===== config.mk =====
export PLATFORM = sky130hd
export DESIGN_NAME = ir_pulse_distance_decoder_unit
export DESIGN_NICKNAME = d
export VERILOG_FILES = /design/src/hw/rtl/ipdd_pkg.sv /design/src/hw/rtl/ipdd_cfg_regs.sv /design/src/hw/rtl/ipdd_frame.sv /design/src/hw/rtl/ir_pulse_distance_decoder_unit.sv
export SDC_FILE = /design/constraint.sdc
export NUM_CORES = 1
export LEC_CHECK = 0
export ABC_AREA = 1
export BUFFER_PORTS_ARGS = -buffer_cell sky130_fd_sc_hd__buf_2
export CAP_MARGIN = 20
export CORE_MARGIN = 4
export CORE_UTILIZATION = 50
export CTS_CLUSTER_SIZE = 12
export DETAILED_ROUTE_END_ITERATION = 8
export PLACE_DENSITY_LB_ADDON = 0.12
export SYNTH_ARGS = -nofsm -noshare
export SYNTH_HDL_FRONTEND = slang
export SYNTH_SLANG_ARGS = --single-unit
export TNS_END_PERCENT = 100

===== constraint.sdc =====
create_clock -name clk -period 3.8 [get_ports clk]
set_clock_uncertainty 0.15 [all_clocks]
set_input_delay 0.19 -clock clk [delete_from_list [all_inputs] [get_ports clk]]
set_output_delay 0.19 -clock clk [all_outputs]
set_load 0.01 [all_outputs]

===== src/hw/rtl/ipdd_pkg.sv =====
// ----------------------------------------------------------------------------
// ipdd_pkg
// Shared types and constants for the IR pulse-distance decoder.
// ----------------------------------------------------------------------------
package ipdd_pkg;

	localparam int GAP_W   = 20;
	localparam int CODE_W  = 8;
	localparam int CNT_W   = 6;
	localparam int INDEX_W = 3;

	// Register map of the configuration port
	typedef enum logic [INDEX_W-1:0] {
		REG_START_MIN = 3'd0,
		REG_START_MAX = 3'd1,
		REG_ONE_MIN   = 3'd2,
		REG_ONE_MAX   = 3'd3,
		REG_ON_CODE   = 3'd4,
		REG_OFF_CODE  = 3'd5
	} reg_index_t;

	localparam logic [GAP_W-1:0]  START_MIN_RST = 20'd10000;
	localparam logic [GAP_W-1:0]  START_MAX_RST = 20'd14000;
	localparam logic [GAP_W-1:0]  ONE_MIN_RST   = 20'd2000;
	localparam logic [GAP_W-1:0]  ONE_MAX_RST   = 20'd2300;
	localparam logic [CODE_W-1:0] ON_CODE_RST   = 8'd70;
	localparam logic [CODE_W-1:0] OFF_CODE_RST  = 8'd69;

	// Input item kind
	localparam logic KIND_EDGE    = 1'b0;
	localparam logic KIND_TIMEOUT = 1'b1;

	typedef enum logic [1:0] {
		ACT_NONE = 2'd0,
		ACT_ON   = 2'd1,
		ACT_OFF  = 2'd2
	} led_action_t;

	typedef struct packed {
		logic [GAP_W-1:0]  start_min;
		logic [GAP_W-1:0]  start_max;
		logic [GAP_W-1:0]  one_min;
		logic [GAP_W-1:0]  one_max;
		logic [CODE_W-1:0] on_code;
		logic [CODE_W-1:0] off_code;
	} cfg_t;

	typedef struct packed {
		logic              frame_ok;
		logic [CODE_W-1:0] command;
		led_action_t       led_action;
	} result_t;

	typedef struct packed {
		logic             armed;
		logic [CNT_W-1:0] edge_count;
	} frame_status_t;

endpackage


===== src/hw/rtl/ipdd_cfg_regs.sv =====
// ----------------------------------------------------------------------------
// ipdd_cfg_regs
// Configuration register file: window limits and LED command codes.
// ----------------------------------------------------------------------------
module ipdd_cfg_regs (
	input  logic                          clk,
	input  logic                          arst_n,
	input  logic                          cfg_valid,
	output logic                          cfg_ready,
	input  logic [ipdd_pkg::INDEX_W-1:0]  cfg_index,
	input  logic [ipdd_pkg::GAP_W-1:0]    cfg_data,
	output ipdd_pkg::cfg_t                cfg
);

	ipdd_pkg::cfg_t cfg_q;

	assign cfg_ready = 1'b1;
	assign cfg       = cfg_q;

	always_ff @(posedge clk or negedge arst_n) begin
		if (!arst_n) begin
			cfg_q.start_min <= ipdd_pkg::START_MIN_RST;
			cfg_q.start_max <= ipdd_pkg::START_MAX_RST;
			cfg_q.one_min   <= ipdd_pkg::ONE_MIN_RST;
			cfg_q.one_max   <= ipdd_pkg::ONE_MAX_RST;
			cfg_q.on_code   <= ipdd_pkg::ON_CODE_RST;
			cfg_q.off_code  <= ipdd_pkg::OFF_CODE_RST;
		end else if (cfg_valid && cfg_ready) begin
			case (ipdd_pkg::reg_index_t'(cfg_index))
				ipdd_pkg::REG_START_MIN: cfg_q.start_min <= cfg_data;
				ipdd_pkg::REG_START_MAX: cfg_q.start_max <= cfg_data;
				ipdd_pkg::REG_ONE_MIN:   cfg_q.one_min   <= cfg_data;
				ipdd_pkg::REG_ONE_MAX:   cfg_q.one_max   <= cfg_data;
				ipdd_pkg::REG_ON_CODE:   cfg_q.on_code   <= cfg_data[ipdd_pkg::CODE_W-1:0];
				ipdd_pkg::REG_OFF_CODE:  cfg_q.off_code  <= cfg_data[ipdd_pkg::CODE_W-1:0];
				default: ;
			endcase
		end
	end

endmodule


===== src/hw/rtl/ipdd_frame.sv =====
// ----------------------------------------------------------------------------
// ipdd_frame
// Frame state: arming, edge slot counter, start gap and command bits, plus
// the timeout verdict built from that state.
// ----------------------------------------------------------------------------
module ipdd_frame #(
	parameter int FRAME_DEPTH    = 50,
	parameter int FIRST_BIT_SLOT = 17
) (
	input  logic                        clk,
	input  logic                        arst_n,
	input  logic                        fire,
	input  logic                        kind,
	input  logic [ipdd_pkg::GAP_W-1:0]  gap_us,
	input  ipdd_pkg::cfg_t              cfg,
	output ipdd_pkg::result_t           result,
	output ipdd_pkg::frame_status_t     status
);

	localparam logic [ipdd_pkg::CNT_W-1:0] DEPTH_C  = ipdd_pkg::CNT_W'(FRAME_DEPTH);
	localparam logic [ipdd_pkg::CNT_W-1:0] FIRST_C  = ipdd_pkg::CNT_W'(FIRST_BIT_SLOT);
	localparam logic [ipdd_pkg::CNT_W-1:0] PAST_C   =
		ipdd_pkg::CNT_W'(FIRST_BIT_SLOT + ipdd_pkg::CODE_W);

	logic                          armed_q;
	logic [ipdd_pkg::CNT_W-1:0]    edge_count_q;
	logic [ipdd_pkg::GAP_W-1:0]    start_gap_q;
	logic [ipdd_pkg::CODE_W-1:0]   bit_store_q;

	logic                          slot_open;
	logic                          in_bit_slot;
	logic                          is_one;
	logic [ipdd_pkg::CNT_W-1:0]    bit_offset;
	logic [2:0]                    bit_sel;
	logic                          ok;

	assign slot_open   = armed_q && (edge_count_q < DEPTH_C);
	assign in_bit_slot = (edge_count_q >= FIRST_C) && (edge_count_q < PAST_C);
	assign is_one      = (gap_us >= cfg.one_min) && (gap_us <= cfg.one_max);
	assign bit_offset  = edge_count_q - FIRST_C;
	assign bit_sel     = bit_offset[2:0];

	// Verdict for a timeout, from the state left by all earlier items
	always_comb begin
		ok              = (start_gap_q >= cfg.start_min) && (start_gap_q <= cfg.start_max);
		result.frame_ok = ok;
		result.command  = ok ? bit_store_q : '0;
		if (!ok) begin
			result.led_action = ipdd_pkg::ACT_NONE;
		end else if (bit_store_q == cfg.on_code) begin
			result.led_action = ipdd_pkg::ACT_ON;
		end else if (bit_store_q == cfg.off_code) begin
			result.led_action = ipdd_pkg::ACT_OFF;
		end else begin
			result.led_action = ipdd_pkg::ACT_NONE;
		end
	end

	always_ff @(posedge clk or negedge arst_n) begin
		if (!arst_n) begin
			armed_q      <= 1'b0;
			edge_count_q <= '0;
			start_gap_q  <= '0;
			bit_store_q  <= '0;
		end else if (fire) begin
			if (kind == ipdd_pkg::KIND_TIMEOUT) begin
				// disarm; command bits carry over to the next frame
				armed_q      <= 1'b0;
				edge_count_q <= '0;
				start_gap_q  <= '0;
			end else if (!armed_q) begin
				armed_q <= 1'b1;
			end else if (slot_open) begin
				if (edge_count_q == '0) begin
					start_gap_q <= gap_us;
				end
				if (in_bit_slot) begin
					bit_store_q[bit_sel] <= is_one;
				end
				edge_count_q <= edge_count_q + 1'b1;
			end
		end
	end

	assign status.armed      = armed_q;
	assign status.edge_count = edge_count_q;

endmodule


===== src/hw/rtl/ir_pulse_distance_decoder_unit.sv =====
// Timing: a timeout beat is loaded into the input register when it is accepted
// and into the result register once the output is free, where it raises
// out_valid; edge beats give no result.
// Throughput: one beat per cycle while the output is not stalled; the frame
// state update is a range compare and bit write between the two registers.
// Reset: arst_n clears the pipeline valids and the frame state and loads the
// register defaults; no clearing pass.
// ----------------------------------------------------------------------------
// ir_pulse_distance_decoder_unit
// Pulse-distance IR command decoder: edge gaps in, command byte and LED action
// out on each frame timeout.
// ----------------------------------------------------------------------------
module ir_pulse_distance_decoder_unit #(
	parameter int FRAME_DEPTH    = 50,
	parameter int FIRST_BIT_SLOT = 17
) (
	input  logic                          clk,
	input  logic                          arst_n,
	input  logic                          cfg_valid,
	output logic                          cfg_ready,
	input  logic [ipdd_pkg::INDEX_W-1:0]  cfg_index,
	input  logic [ipdd_pkg::GAP_W-1:0]    cfg_data,
	input  logic                          in_valid,
	output logic                          in_stall,
	input  logic                          kind,
	input  logic [ipdd_pkg::GAP_W-1:0]    gap_us,
	output logic                          out_valid,
	input  logic                          out_stall,
	output logic                          frame_ok,
	output logic [ipdd_pkg::CODE_W-1:0]   command,
	output logic [1:0]                    led_action
);

	ipdd_pkg::cfg_t                cfg;
	ipdd_pkg::result_t             result;
	ipdd_pkg::frame_status_t       status;

	logic                          valid_s1;
	logic                          kind_s1;
	logic [ipdd_pkg::GAP_W-1:0]    gap_s1;
	logic                          out_valid_q;
	ipdd_pkg::result_t             result_q;
	logic                          out_free;
	logic                          fire_s1;
	logic                          in_accept;

	assign out_free  = !out_valid_q || !out_stall;
	assign fire_s1   = valid_s1 && out_free;
	assign in_stall  = valid_s1 && !out_free;
	assign in_accept = in_valid && !in_stall;

	ipdd_cfg_regs u_cfg (
		.clk       (clk),
		.arst_n    (arst_n),
		.cfg_valid (cfg_valid),
		.cfg_ready (cfg_ready),
		.cfg_index (cfg_index),
		.cfg_data  (cfg_data),
		.cfg       (cfg)
	);

	// input register
	always_ff @(posedge clk or negedge arst_n) begin
		if (!arst_n) begin
			valid_s1 <= 1'b0;
		end else if (!in_stall) begin
			valid_s1 <= in_valid;
		end
	end

	always_ff @(posedge clk) begin
		if (in_accept) begin
			kind_s1 <= kind;
			gap_s1  <= gap_us;
		end
	end

	ipdd_frame #(
		.FRAME_DEPTH    (FRAME_DEPTH),
		.FIRST_BIT_SLOT (FIRST_BIT_SLOT)
	) u_frame (
		.clk    (clk),
		.arst_n (arst_n),
		.fire   (fire_s1),
		.kind   (kind_s1),
		.gap_us (gap_s1),
		.cfg    (cfg),
		.result (result),
		.status (status)
	);

	// result register; hold while the beat is stalled
	always_ff @(posedge clk or negedge arst_n) begin
		if (!arst_n) begin
			out_valid_q <= 1'b0;
		end else if (out_free) begin
			out_valid_q <= fire_s1 && (kind_s1 == ipdd_pkg::KIND_TIMEOUT);
		end
	end

	always_ff @(posedge clk) begin
		if (out_free) begin
			result_q <= result;
		end
	end

	assign out_valid  = out_valid_q;
	assign frame_ok   = result_q.frame_ok;
	assign command    = result_q.command;
	assign led_action = result_q.led_action;

	a_edge_no_result: assert property (@(posedge clk) disable iff (!arst_n)
		fire_s1 && (kind_s1 == ipdd_pkg::KIND_EDGE) |=> !out_valid)
		else $error("edge beat produced a result");

	a_timeout_result: assert property (@(posedge clk) disable iff (!arst_n)
		fire_s1 && (kind_s1 == ipdd_pkg::KIND_TIMEOUT) |=> out_valid)
		else $error("timeout beat lost its result");

	a_count_bound: assert property (@(posedge clk) disable iff (!arst_n)
		status.edge_count <= ipdd_pkg::CNT_W'(FRAME_DEPTH))
		else $error("edge counter past frame depth");

	a_idle_count: assert property (@(posedge clk) disable iff (!arst_n)
		!status.armed |-> (status.edge_count == '0))
		else $error("edges counted while not armed");

endmodule

==> summary.txt, run 1 <==
PnR Total Power -> 5.63 mW
Width of the die -> 140 um
Count of nets after finishing -> 1233
# DRC -> 0
Fraction of synthesized area in multiplexers -> 0%
First-pass GRT wire length -> 33.1 mm
Worst vdd rail ir drop -> 0.354 mV
Max Clock Freq -> 444 MHz
Mean routed wirelength per cell -> 14.4 um
Type of destination of the critical path -> register
Yosys top cell area share -> 29.4%
Cell with the most instances on the worst path -> sky130_fd_sc_hd__nand2_1
Final worst-path cycle share -> 59.3%
Category of the most critical setup path -> reg2reg
TritonCTS clock tree -> built
Start point of the worst hold path -> cfg_data[5]
Number of max-cap violations -> 0
Vias -> 6626
Reg-to-reg critical path startpoint -> u_cfg.cfg[65]
Transition time of the tightest slew-check pin -> 0.799 ns
Net count of the mapped netlist -> 1141
Clk slew on worst S/H paths -> 0.07 ns
Via count of the first global-routing pass -> 6568
Global router's overall resource usage -> 21.1%
Run status -> completed
Uppermost metal layer occupied by signal nets -> met4
Classification of the worst-slack hold path -> in2reg
CTS Root Cell -> sky130_fd_sc_hd__clkbuf_16
Std-Cell Core Area -> 0.0168 mm^2
Total count of max-transition violations in the final report -> 0
Final Hold Violating Endpoints -> 0
#FFs+latches synth -> 165
Fillers -> 1514
CP max stage delay -> 0.53 ns
Row count -> 47
Synth Area in Compound Gates -> 10.4%
Total clock buffers created by CTS -> 17
Post-synthesis cell count -> 1008
Leakage power of the design -> 5.08 nW
Register area share after synthesis -> 49.9%
Most used standard cell by instance count after synthesis -> sky130_fd_sc_hd__nand2_1
Post-Syn Area -> 0.00868 mm^2
Time the worst path needs with I/O delays and setup -> 2.25 ns
Met3 Routed Length -> 906 um
Post-synth top cells -> 280 x sky130_fd_sc_hd__nand2_1, 154 x sky130_fd_sc_hd__inv_1, 109 x sky130_fd_sc_hd__o21ai_0
Final number of setup-violating endpoints -> 0
Largest net degree at the start of global routing -> 83
Synthesized area divided by synthesized cell count -> 8.61 um^2
Required time of the critical path -> 3.82 ns
Maximum level of the CTS H-tree -> 4
Count of inserted antenna diode cells -> 0
Adder-cell area share of the yosys netlist -> 12.1%
WP data arrival -> 2.28 ns
Number of antenna violations at the first check in global routing -> 0
Dominant cells by area after synthesis -> sky130_fd_sc_hd__dfrtp_1 29%, sky130_fd_sc_hd__ha_1 12%, sky130_fd_sc_hd__nand2_1 12%, sky130_fd_sc_hd__edfxtp_1 11%, sky130_fd_sc_hd__dfstp_2 9.4%
Power per standard cell area -> 554 mW/mm^2
Worst-case clock buffer depth -> 2
Post-Route WL -> 19.2 mm
Number of top-level design ports -> 63
Iteration-0 DRC count of the detailed router -> 341
Detailed-routing iteration count for the pre-antenna-repair pass -> 5
DIE AREA -> 0.0195 mm^2
Detailed route wirelength on metal2 -> 8.48 mm
Count of antenna-violating nets left after detailed routing -> 0
Unrepaired setup endpoints after global routing -> false
Number of port buffers -> 61
Insertion delay to the later sink of the worst-skew pair -> 0.43 ns
Setup TNS -> 0 ns
Starting density of the core -> 51.6%
Startpoint type of the worst setup path -> register
Synth Area in Simple Gates -> 17.6%
Clock sink count -> 165
Final global-route overflow total -> 0
Combinational family with the most area after synthesis -> simple AND/OR/NAND/NOR gates
Hpwl dp -> 13.9 mm
Xor and xnor area share after synthesis -> 1.61%
Critical path launch point -> u_cfg.cfg[65]
Number of different library cells in the post-synthesis netlist -> 32
Synth Flop Type -> sky130_fd_sc_hd__dfrtp_1
Mean number of vias per cell -> 4.97
Headroom to the max-slew limit -> 46.7%
Post-cts resize count -> 0
Die Height -> 140 um
Post CTS Setup Buffer Count -> 0
Critical-path top delay cell -> sky130_fd_sc_hd__dfstp_2
Top cell type by total area after synthesis -> sky130_fd_sc_hd__dfrtp_1
Async set-or-reset flop fraction in the synthesized netlist -> 80.6%
Wire length on met1 -> 9.71 mm
Maximum fanout encountered on the critical timing path -> 11
Gpl congestion -> 0.797
Ys Warns -> 0
Ratio of cells with drive above 1 in the final layout -> 13.1%
Area growth from synthesis to layout -> 17.1%
Worst-path cell chain -> inv_1, ha_1, nand2_1, nor2_1, nand2_1, nor2_1, nand2_1, nand3_1, nand2_1, nand2_1, nor2_1
EDFF count, synth -> 32
[worst paths after layout]
check	endpoint	slack [ns]	cells after the start
min in group asynchronous	u_cfg.cfg[48]	0.18	2
max in group asynchronous	u_cfg.cfg[19]	2.41	3
worst min-delay path	u_cfg.cfg[5]	0.009	3
worst min register to register	u_frame.start_gap_q[0]	0.33	1
worst max-delay path	command[4]	1.55	11
worst max register to register	command[4]	1.55	11
[cells by family after synthesis]
family          after synthesis
flops                       165
compound gates              176
simple gates                380
other cells                   1
buf+inv                     186
fa+ha+maj                    84
xor+xnor                     16
[stage by stage]
step / setup slack, ns / utilization, % / std cells / area (um^2) / hold WS [ns]
after floorplan: 1.79 / - / 1008 / 8680 / -0.256
after global placement: 1.29 / 54.5 / 1264 / 9170 / 0.126
after detailed placement: 1.52 / 54.9 / 1266 / 9230 / 0.124
after CTS: 1.51 / 60.4 / 1333 / 10200 / 0.00830
after global routing: 1.34 / 60.4 / 1333 / 10200 / 0.0269
final: 1.55 / 60.4 / 1333 / 10200 / 0.00878
[cell type report]
type / count / area (um^2) / share of cell area (%)
clock inverter: 15 / 161 / 1.59
timing repair buffer: 102 / 756 / 7.44
sequential: 165 / 4330 / 42.6
tap: 220 / 275 / 2.71
multi-input combinational: 657 / 3630 / 35.7
clock buffer: 17 / 425 / 4.19
inverter: 157 / 589 / 5.80
[state kept, by name, summed over array words and instances (netlist names)]
register              count
u_cfg.cfg                96
gap_s1                   20
u_frame.start_gap_q      20
command                   8
u_frame.bit_store_q       8
u_frame.edge_count_q      6
led_action                2
frame_ok                  1
kind_s1                   1
out_valid                 1
u_frame.armed_q           1
valid_s1                  1
[report_power, final]
group	internal (mW)	switching, mW
Clock	0.936	0.790
Sequential	2.17	0.239
Combinational	0.608	0.893
Total	3.71	1.92
[layer usage]
metal / track usage [%] / up-vias
li1: - / 3395
met1: 31.9 / 3084
met2: 32.1 / 134
met3: 3.60 / 13
met4: 4.54 / 0
met5: 0 / -
[cell usage in the layout (no fill, tap or decap), types with 31 or more instances in the layout]
master | synthesis | layout
sky130_fd_sc_hd__ha_1 | 84 | 84
sky130_fd_sc_hd__dlygate4sd3_1 | 0 | 35
sky130_fd_sc_hd__dfstp_2 | 31 | 31
sky130_fd_sc_hd__nand2_1 | 280 | 280
sky130_fd_sc_hd__dfrtp_1 | 102 | 102
sky130_fd_sc_hd__nor2_1 | 61 | 61
sky130_fd_sc_hd__inv_1 | 154 | 154
sky130_fd_sc_hd__edfxtp_1 | 32 | 32
sky130_fd_sc_hd__buf_2 | 5 | 60
sky130_fd_sc_hd__o21ai_0 | 109 | 109
[what timing repair did]
item,in CTS,in global routing
setup endpoints to repair,0,0
endpoints found under the hold margin,100,0
hold buffers,35,0
[worst max-delay path, delay by kind of cell (launching register included)]
| kind | cells | cell delay [ns] |
|---|---|---|
| adder cells (fa/ha/maj) | 1 | 0.30 |
| buffers and inverters | 1 | 0.05 |
| flip-flops | 1 | 0.53 |
| AND/OR/NAND/NOR | 9 | 0.98 |
No activity file was read; power rests on OpenSTA's default activity.
==> run 2: changes to the inputs <==
- ABC_AREA: 1 -> 0
- clock period: 3.8 -> 2 ns (I/O delays scaled with it)
==> run 2 against run 1 <==
Effect of this change:
- the flow now finishes with violations (setup timing)
- critical path depth shrank 2
- wire length grew 11%
- count of clock-buffer cells in the layout grew 5
- combinational power grew to 2.5 times the previous value
- critical endpoint is now u_frame.bit_store_q[1]
- die area shrank 2.6%
- highest routed layer unchanged
- final area grew 12%
==> summary.txt, run 2 <==
Yosys top cell area share -> 30.2%
Number of antenna violations at the first check in global routing -> 0
Fillers -> 1230
DIE AREA -> 0.0190 mm^2
Final number of setup-violating endpoints -> 31
Number of max-cap violations -> 0
Insertion delay to the later sink of the worst-skew pair -> 0.43 ns
Power per standard cell area -> 998 mW/mm^2
Required time of the critical path -> 2.16 ns
# DRC -> 0
Largest net degree at the start of global routing -> 39
Top cell type by total area after synthesis -> sky130_fd_sc_hd__dfrtp_1
WP data arrival -> 2.48 ns
Placed standard-cell area -> 0.00972 mm^2
Post-Syn Area -> 0.00844 mm^2
Number of different library cells in the post-synthesis netlist -> 52
Clock sink count -> 165
Std-Cell Core Area -> 0.0166 mm^2
Net count of the mapped netlist -> 937
Sequential cell area -> 0.00433 mm^2
Gpl congestion -> 0.883
Unrepaired setup endpoints after global routing -> true
Width of the die -> 138 um
Post-synth top cells -> 125 x sky130_fd_sc_hd__nand2_1, 102 x sky130_fd_sc_hd__dfrtp_1, 86 x sky130_fd_sc_hd__inv_1
TritonCTS clock tree -> built
Max Clock Freq -> 431 MHz
Vias -> 6560
Most common cell after layout, fill and taps aside -> sky130_fd_sc_hd__nand2_1
Global router's overall resource usage -> 23.6%
Time the worst path needs with I/O delays and setup -> 2.32 ns
Classification of the worst-slack hold path -> in2async
Starting density of the core -> 50.9%
Mean routed wirelength per cell -> 17.5 um
First-pass GRT wire length -> 34.4 mm
Post-Route WL -> 21.4 mm
Final worst-path cycle share -> 116%
#FFs+latches synth -> 165
Maximum fanout encountered on the critical timing path -> 8
Synthesized area divided by synthesized cell count -> 10.5 um^2
Category of the most critical setup path -> reg2reg
Area growth from synthesis to layout -> 35.2%
Row count -> 47
Final Hold Violating Endpoints -> 0
Worst vdd rail ir drop -> 0.718 mV
Synth Flop Type -> sky130_fd_sc_hd__dfrtp_1
Ratio of cells with drive above 1 in the final layout -> 36.2%
Startpoint type of the worst setup path -> register
Dominant cells by area after synthesis -> sky130_fd_sc_hd__dfrtp_1 30%, sky130_fd_sc_hd__ha_1 12%, sky130_fd_sc_hd__edfxtp_1 11%, sky130_fd_sc_hd__dfstp_2 9.6%, sky130_fd_sc_hd__nand2_1 5.6%
Worst-case clock buffer depth -> 2
Post-synthesis cell count -> 804
Ys Warns -> 0
Maximum level of the CTS H-tree -> 4
Hpwl dp -> 15.0 mm
Total count of max-transition violations in the final report -> 0
Run status -> complete, but fails checks
Most frequent cells in the layout -> 101 x sky130_fd_sc_hd__nand2_1, 99 x sky130_fd_sc_hd__dfrtp_1, 75 x sky130_fd_sc_hd__inv_1
Footprint of the multi-input gates -> 0.00439 mm^2
Mean number of vias per cell -> 5.38
Post-Route Utilization -> 68.8%
Detailed-routing iteration count for the pre-antenna-repair pass -> 5
Largest register FFs -> 96
Via count of the first global-routing pass -> 6700
Number of port buffers -> 61
Iteration-0 DRC count of the detailed router -> 305
Count of antenna-violating nets left after detailed routing -> 0
Failing checks -> setup timing
Clk slew on worst S/H paths -> 0.06 ns
EDFF count, synth -> 32
Headroom to the max-slew limit -> 65.2%
CTS Root Cell -> sky130_fd_sc_hd__clkbuf_16
Number of top-level design ports -> 63
Leakage power of the design -> 5.23 nW
Final global-route overflow total -> 0
Die Height -> 138 um
Final worst setup slack -> -0.320 ns
Most used standard cell by instance count after synthesis -> sky130_fd_sc_hd__nand2_1
Final instance area -> 0.0114 mm^2
Async set-or-reset flop fraction in the synthesized netlist -> 80.6%
Count of nets after finishing -> 1120
Total clock buffers created by CTS -> 17
Register area share after synthesis -> 51.3%
Type of destination of the critical path -> register
Count of inserted antenna diode cells -> 0
Transition time of the tightest slew-check pin -> 0.519 ns
-- run 2: cell count changes after synthesis, sizes merged, moves of 9 or more --
cell / change
nand2: -157
inv: -71
nor2: -57
o21ai: -52
mux2: +40
a21oi: +11
xor2: +9
-- run 2: routing by layer --
metal  vias to the layer above  global-route usage (%)  share of wire [%]
li1                       3166                       -                  -
met3                        44                    4.39                4.6
met5                         -                       0                  0
met4                         0                    8.18                2.6
met1                      3192                    34.1                 47
met2                       158                    35.9                 46
-- run 2: critical path, cell delays in order, from the launching register on --
cell and delay (ns):
sky130_fd_sc_hd__dfstp_2 0.53, sky130_fd_sc_hd__inv_2 0.04, sky130_fd_sc_hd__ha_4 0.26, sky130_fd_sc_hd__nand2_2 0.06, sky130_fd_sc_hd__nor3_4 0.17, sky130_fd_sc_hd__a21oi_2 0.10, sky130_fd_sc_hd__o41ai_4 0.29, sky130_fd_sc_hd__a211oi_4 0.12
sky130_fd_sc_hd__buf_12 0.17, sky130_fd_sc_hd__o41ai_2 0.32
-- run 2: kinds of logic after synthesis --
logic type | after synthesis | share of synthesized area (%)
other cells | 1 | 0.0444
flops | 165 | 51.3
xor+xnor | 19 | 1.97
fa+ha+maj | 84 | 12.4
simple gates | 214 | 12.0
mux | 40 | 5.33
compound gates | 170 | 11.9
buf+inv | 111 | 5.10
-- run 2: final cells by class --
type	count	area share (%)
multi-input cells	529	38.5
clock buffers	22	3.89
repair buffers	188	13.5
inverters	86	2.83
well taps	220	2.41
flip-flops and latches	165	38.0
clock inverters	10	0.976
-- run 2: repair_timing --
| item | in CTS | in global routing |
|---|---|---|
| buffers inserted | 8 | 5 |
| cloned | 1 | 3 |
| setup endpoints to repair | 20 | 36 |
| hold buffers | 45 | 0 |
| hold endpoints to repair | 226 | 0 |
| pin swaps | 20 | 28 |
| gates resized for setup | 52 | 62 |
-- run 2: where the power goes --
| group | switching, mW | internal [mW] | leakage (nW) |
|---|---|---|---|
| combinational | 2.00 | 1.75 | 3.04 |
| sequential | 0.370 | 4.12 | 1.93 |
| clock | 1.31 | 1.83 | 0.264 |
| total | 3.68 | 7.71 | 5.23 |
-- run 2: path summary, 6_finish.rpt --
path / start / endpoint / slack [ns] / depth (start not counted)
max: u_cfg.cfg[43] / u_frame.bit_store_q[1] / -0.32 / 9
min: arst_n / u_cfg.cfg[92] / 0.03 / 2
max reg2reg: u_cfg.cfg[43] / u_frame.bit_store_q[1] / -0.32 / 9
min reg2reg: u_cfg.cfg[63] / u_cfg.cfg[63] / 0.35 / 2
max in group asynchronous: arst_n / u_cfg.cfg[65] / 0.98 / 3
min in group clk: cfg_index[1] / u_cfg.cfg[56] / 0.03 / 3
-- run 2: stage by stage --
stage / power, mW / hold slack (ns) / cells / setup TNS (ns) / setup slack (ns)
after CTS: 11.1 / 0.0170 / 1213 / -4.12 / -0.301
after floorplan: 6.41 / -0.346 / 804 / -0.346 / -0.0434
after detailed placement: 7.47 / -0.0525 / 1128 / -5.75 / -0.417
final: 11.4 / 0.0299 / 1220 / -4.80 / -0.320
after global routing: 12.1 / 0.0476 / 1220 / -8.09 / -0.417
after global placement: 7.31 / -0.0599 / 1128 / -5.41 / -0.364
